[src/rtl/qcao_pkg.sv]
// ----------------------------------------------------------------------------
// qcao_pkg: shared types and constants for the quad corner orderer
// Coordinate widths, offset and cross-product widths, and the corner pairs
// that the comparison network looks at.
// ----------------------------------------------------------------------------
`default_nettype none

package qcao_pkg;

    localparam int COORD_BITS = 16;
    localparam int OFF_BITS   = COORD_BITS + 3;
    localparam int PROD_BITS  = 2 * OFF_BITS;
    localparam int NCORNERS   = 4;
    localparam int IDX_BITS   = 2;
    localparam int NPAIRS     = 6;

    localparam int PAIR_A [NPAIRS] = '{0, 0, 0, 1, 1, 2};
    localparam int PAIR_B [NPAIRS] = '{1, 2, 3, 2, 3, 3};

    typedef logic signed [COORD_BITS-1:0] t_coord;
    typedef logic signed [OFF_BITS-1:0]   t_off;
    typedef logic signed [PROD_BITS-1:0]  t_prod;
    typedef logic        [IDX_BITS-1:0]   t_idx;

    typedef struct packed {
        t_coord x;
        t_coord y;
    } t_point;

    // Products of one corner pair a < b: p = ax * by, q = ay * bx.
    typedef struct packed {
        t_prod p;
        t_prod q;
    } t_cross;

    typedef t_point [NCORNERS-1:0] t_point_vec;
    typedef t_cross [NPAIRS-1:0]   t_cross_vec;
    typedef t_idx   [NCORNERS-1:0] t_idx_vec;

endpackage

`default_nettype wire

[src/rtl/qcao_rank.sv]
// ----------------------------------------------------------------------------
// qcao_rank: angular rank of each corner
// Compares every pair of corners by half-plane and cross-product sign and
// counts, for each corner, how many corners precede it in stable order.
// ----------------------------------------------------------------------------
`default_nettype none

module qcao_rank (
    input  wire logic [qcao_pkg::NCORNERS-1:0] i_half,
    input  wire qcao_pkg::t_cross_vec          i_cross,
    output qcao_pkg::t_idx_vec                 o_pos
);
    import qcao_pkg::*;

    logic [NPAIRS-1:0] b_first;

    always_comb begin
        for (int k = 0; k < NPAIRS; k++) begin
            if (i_half[PAIR_A[k]] != i_half[PAIR_B[k]]) begin
                b_first[k] = i_half[PAIR_B[k]] < i_half[PAIR_A[k]];
            end else begin
                b_first[k] = i_cross[k].q > i_cross[k].p;
            end
        end
    end

    always_comb begin
        o_pos = '0;
        for (int k = 0; k < NPAIRS; k++) begin
            if (b_first[k]) begin
                o_pos[PAIR_A[k]] = o_pos[PAIR_A[k]] + t_idx'(1);
            end else begin
                o_pos[PAIR_B[k]] = o_pos[PAIR_B[k]] + t_idx'(1);
            end
        end
    end

endmodule

`default_nettype wire

[config.mk]
export PLATFORM = sky130hd
export DESIGN_NAME = qcao_rank
export DESIGN_NICKNAME = d
export VERILOG_FILES = /design/src/rtl/qcao_pkg.sv /design/src/rtl/qcao_rank.sv
export SDC_FILE = /design/constraint.sdc
export NUM_CORES = 1
export LEC_CHECK = 0
export BUFFER_PORTS_ARGS = -buffer_cell sky130_fd_sc_hd__buf_2
export CORE_AREA = 4 4 182 184
export DETAILED_ROUTE_END_ITERATION = 10
export DIE_AREA = 0 0 186 188
export SYNTH_ARGS = -nofsm -noshare
export SYNTH_HDL_FRONTEND = slang
export SYNTH_SLANG_ARGS = --single-unit
[constraint.sdc]
create_clock -name vclk -period 4.9
set_input_delay 0.245 -clock vclk [all_inputs]
set_output_delay 0.245 -clock vclk [all_outputs]
set_load 0.02 [all_outputs]
==> flow_summary.toml <==
[outcome]
outcome = "finished clean"

[final_layout]
diodes = 0
seq_cells = 0
nClkBuffers = 0
final_nets = 2031
multi_input_area_mm2 = 0.00525
drive_gt1_share_pct = 36.1
design_area_mm2 = 0.00905
syn_to_final_growth_pct = 45.8
area.sequential_um2 = 0
layout.cells.non_filler = 1734
nFillCells = 3469

[pwr]
power_density_mw_per_mm2 = 86.0
p_clk_share_pct = 0
p_sw_share_pct = 51.2
comb_power_share_pct = 100.0
intPower_uw = 380
leakage_uw = 0.00598
switchingPower_uw = 398
power_frac_seq_pct = 0
ir_worst_vdd_mv = 0.0577

[die]
die_w_um = 186
coreArea_mm2 = 0.0314
rows = 65
io_pins = 468
fp.dieH_um = 188
start_util_pct = 19.8
die-area_mm2 = 0.0350

[grt]
grt_pass1_vias = 7694
grt_overflow = 0
grtUsageMet1_pct = 14.5
grt_max_degree = 6
top_usage_layer = "met2"
grt_pass1_wl_mm = 36.9
grt_antenna_before_repair = 0
grt_use_met2_pct = 25.8
met3_usage_pct = 2.02
grt_usage_pct = 12.9

[drt]
wl_per_cell_um = 14.3
firstDrtPassIters = 4
drtAntennaViolNets = 0
drt_iter0_drc = 175
wl_mm = 24.8
num_vias = 7524
drc = 0
vias_per_cell = 4.34

[setup_path]
crit_arrival_ns = 3.35
worst-setup-path-type = "in -> out"
startpoint_type = "input port"
cp_max_fo = 3
end_kind = "output pin"
required_ns = 4.66

[synthesis]
avgSynthCellArea_um2 = 7.19
synthesis.area_mm2 = 0.00621
syn_inst = 864
yosysUniqueCellTypes = 59
ys_seq_area_share_pct = 0
syn_nets = 1561
yosys.area.top_type_share_pct = 47.8
yosys_warnings = 0
synth_area_leaders = "ha_1, inv_1, a21o_1"
yosys.area.top_type = "ha_1"

[timing]
setup_ws_ns = 1.30
report.final.slew_viol_count = 0
relSlewSlack_pct = 59.9
setup_viol = 0
holdWs_ns = 1.21
fmax_mhz = 278
period_minus_slack_ns = 3.60
tightest_slew_ns = 0.599
rsz0062_at_grt = "false"
hold_viol = 0
period_share_pct = 73.4
fin_tns_setup_ns = 0

[min_path]
hold_path_class = "in -> out"

[clocking]
cts_resized = 0
hold_buffers = 0
cts_setup_buffers = 0

[placement]
gp_congestion = 0.918
place_hpwl_mm = 24.1
io_buffers = 468
preCtsSetupSlack_ns = 1.14
dpl_cell_area_mm2 = 0.00905
dp_cells = 1734

[run]
maxCapViolations = 0
==> cell usage after synthesis, types with 6 or more instances <==
cell and instances:
a21o_1 49, a21oi_1 70, and4_1 6, ha_1 237, inv_1 255, nand2_1 38, nand2b_1 6, nand3_1 11
nand4_1 46, nor2_1 18, nor2b_1 7, nor3_1 7, o21a_1 7, o21ai_0 24
==> cell families after synthesis <==
family          Yosys count  synth area share (%)
fa+ha+maj               238                  47.9
simple gates            161                  14.2
buf+inv                 256                  15.5
xor+xnor                  5                 0.826
mux                       2                 0.343
compound gates          202                  21.2
==> per-layer routing <==
layer / part of all wire (%) / wire length [µm]
met5: 0 / 0
met1: 39 / 9680
met2: 52 / 12900
met4: 1.2 / 303
met3: 7.7 / 1900
==> worst max-delay path, stage by stage <==
cell      delay [ns]
buf_2           0.10
ha_1            0.32
a21o_1          0.19
a21o_1          0.18
a221oi_1        0.41
o22ai_1         0.14
a22o_1          0.21
a211oi_1        0.48
inv_1           0.17
ha_1            0.32
xnor2_1         0.35
buf_2           0.25
==> power by group through the flow <==
stage | registers [µW] | logic [µW] | clock network [µW]
floorplan | 0 | 430 | 0
global placement | 0 | 777 | 0
detailed placement | 0 | 792 | 0
CTS | 0 | 798 | 0
global route | 0 | 897 | 0
finish | 0 | 779 | 0
==> layout make-up <==
| cell class | count | area share (%) |
|---|---|---|
| multi-input cells | 608 | 58.0 |
| well taps | 402 | 5.56 |
| inverters | 256 | 10.6 |
| repair buffers | 468 | 25.9 |
==> through the flow <==
stage	utilization (%)	power, µW
after floorplan	-	430
after global placement	28.8	777
after detailed placement	28.8	792
after CTS	28.8	798
after global routing	28.8	897
final	28.8	779
==> final timing paths <==
path,from,slack (ns),cells after the start,endpoint
min,i_half[2],1.21,6,o_pos[7]
max,i_cross[103],1.30,12,o_pos[0]
==> cell usage in the layout (no fill, tap or decap), drive strengths merged, types with 2 or more instances in the layout <==
master,synthesis,routed
nand2,38,38
nand2b,6,6
a21o,49,49
o21ai,28,28
a22o,2,2
a211o,2,2
a221o,4,4
or2,4,4
o211ai,5,5
nor3,7,7
and3,4,4
o21a,7,7
nor4,5,5
a211oi,2,2
nor2,18,18
a31oi,6,6
a21oi,72,72
a21boi,2,2
o31ai,2,2
o22ai,3,3
and4,6,6
ha,237,237
nor2b,7,7
inv,256,256
and2,3,3
a2111oi,5,5
xnor2,4,4
nand3,11,11
nand4,46,46
buf,0,468
a221oi,4,4
No activity file was read; power rests on OpenSTA's default activity.
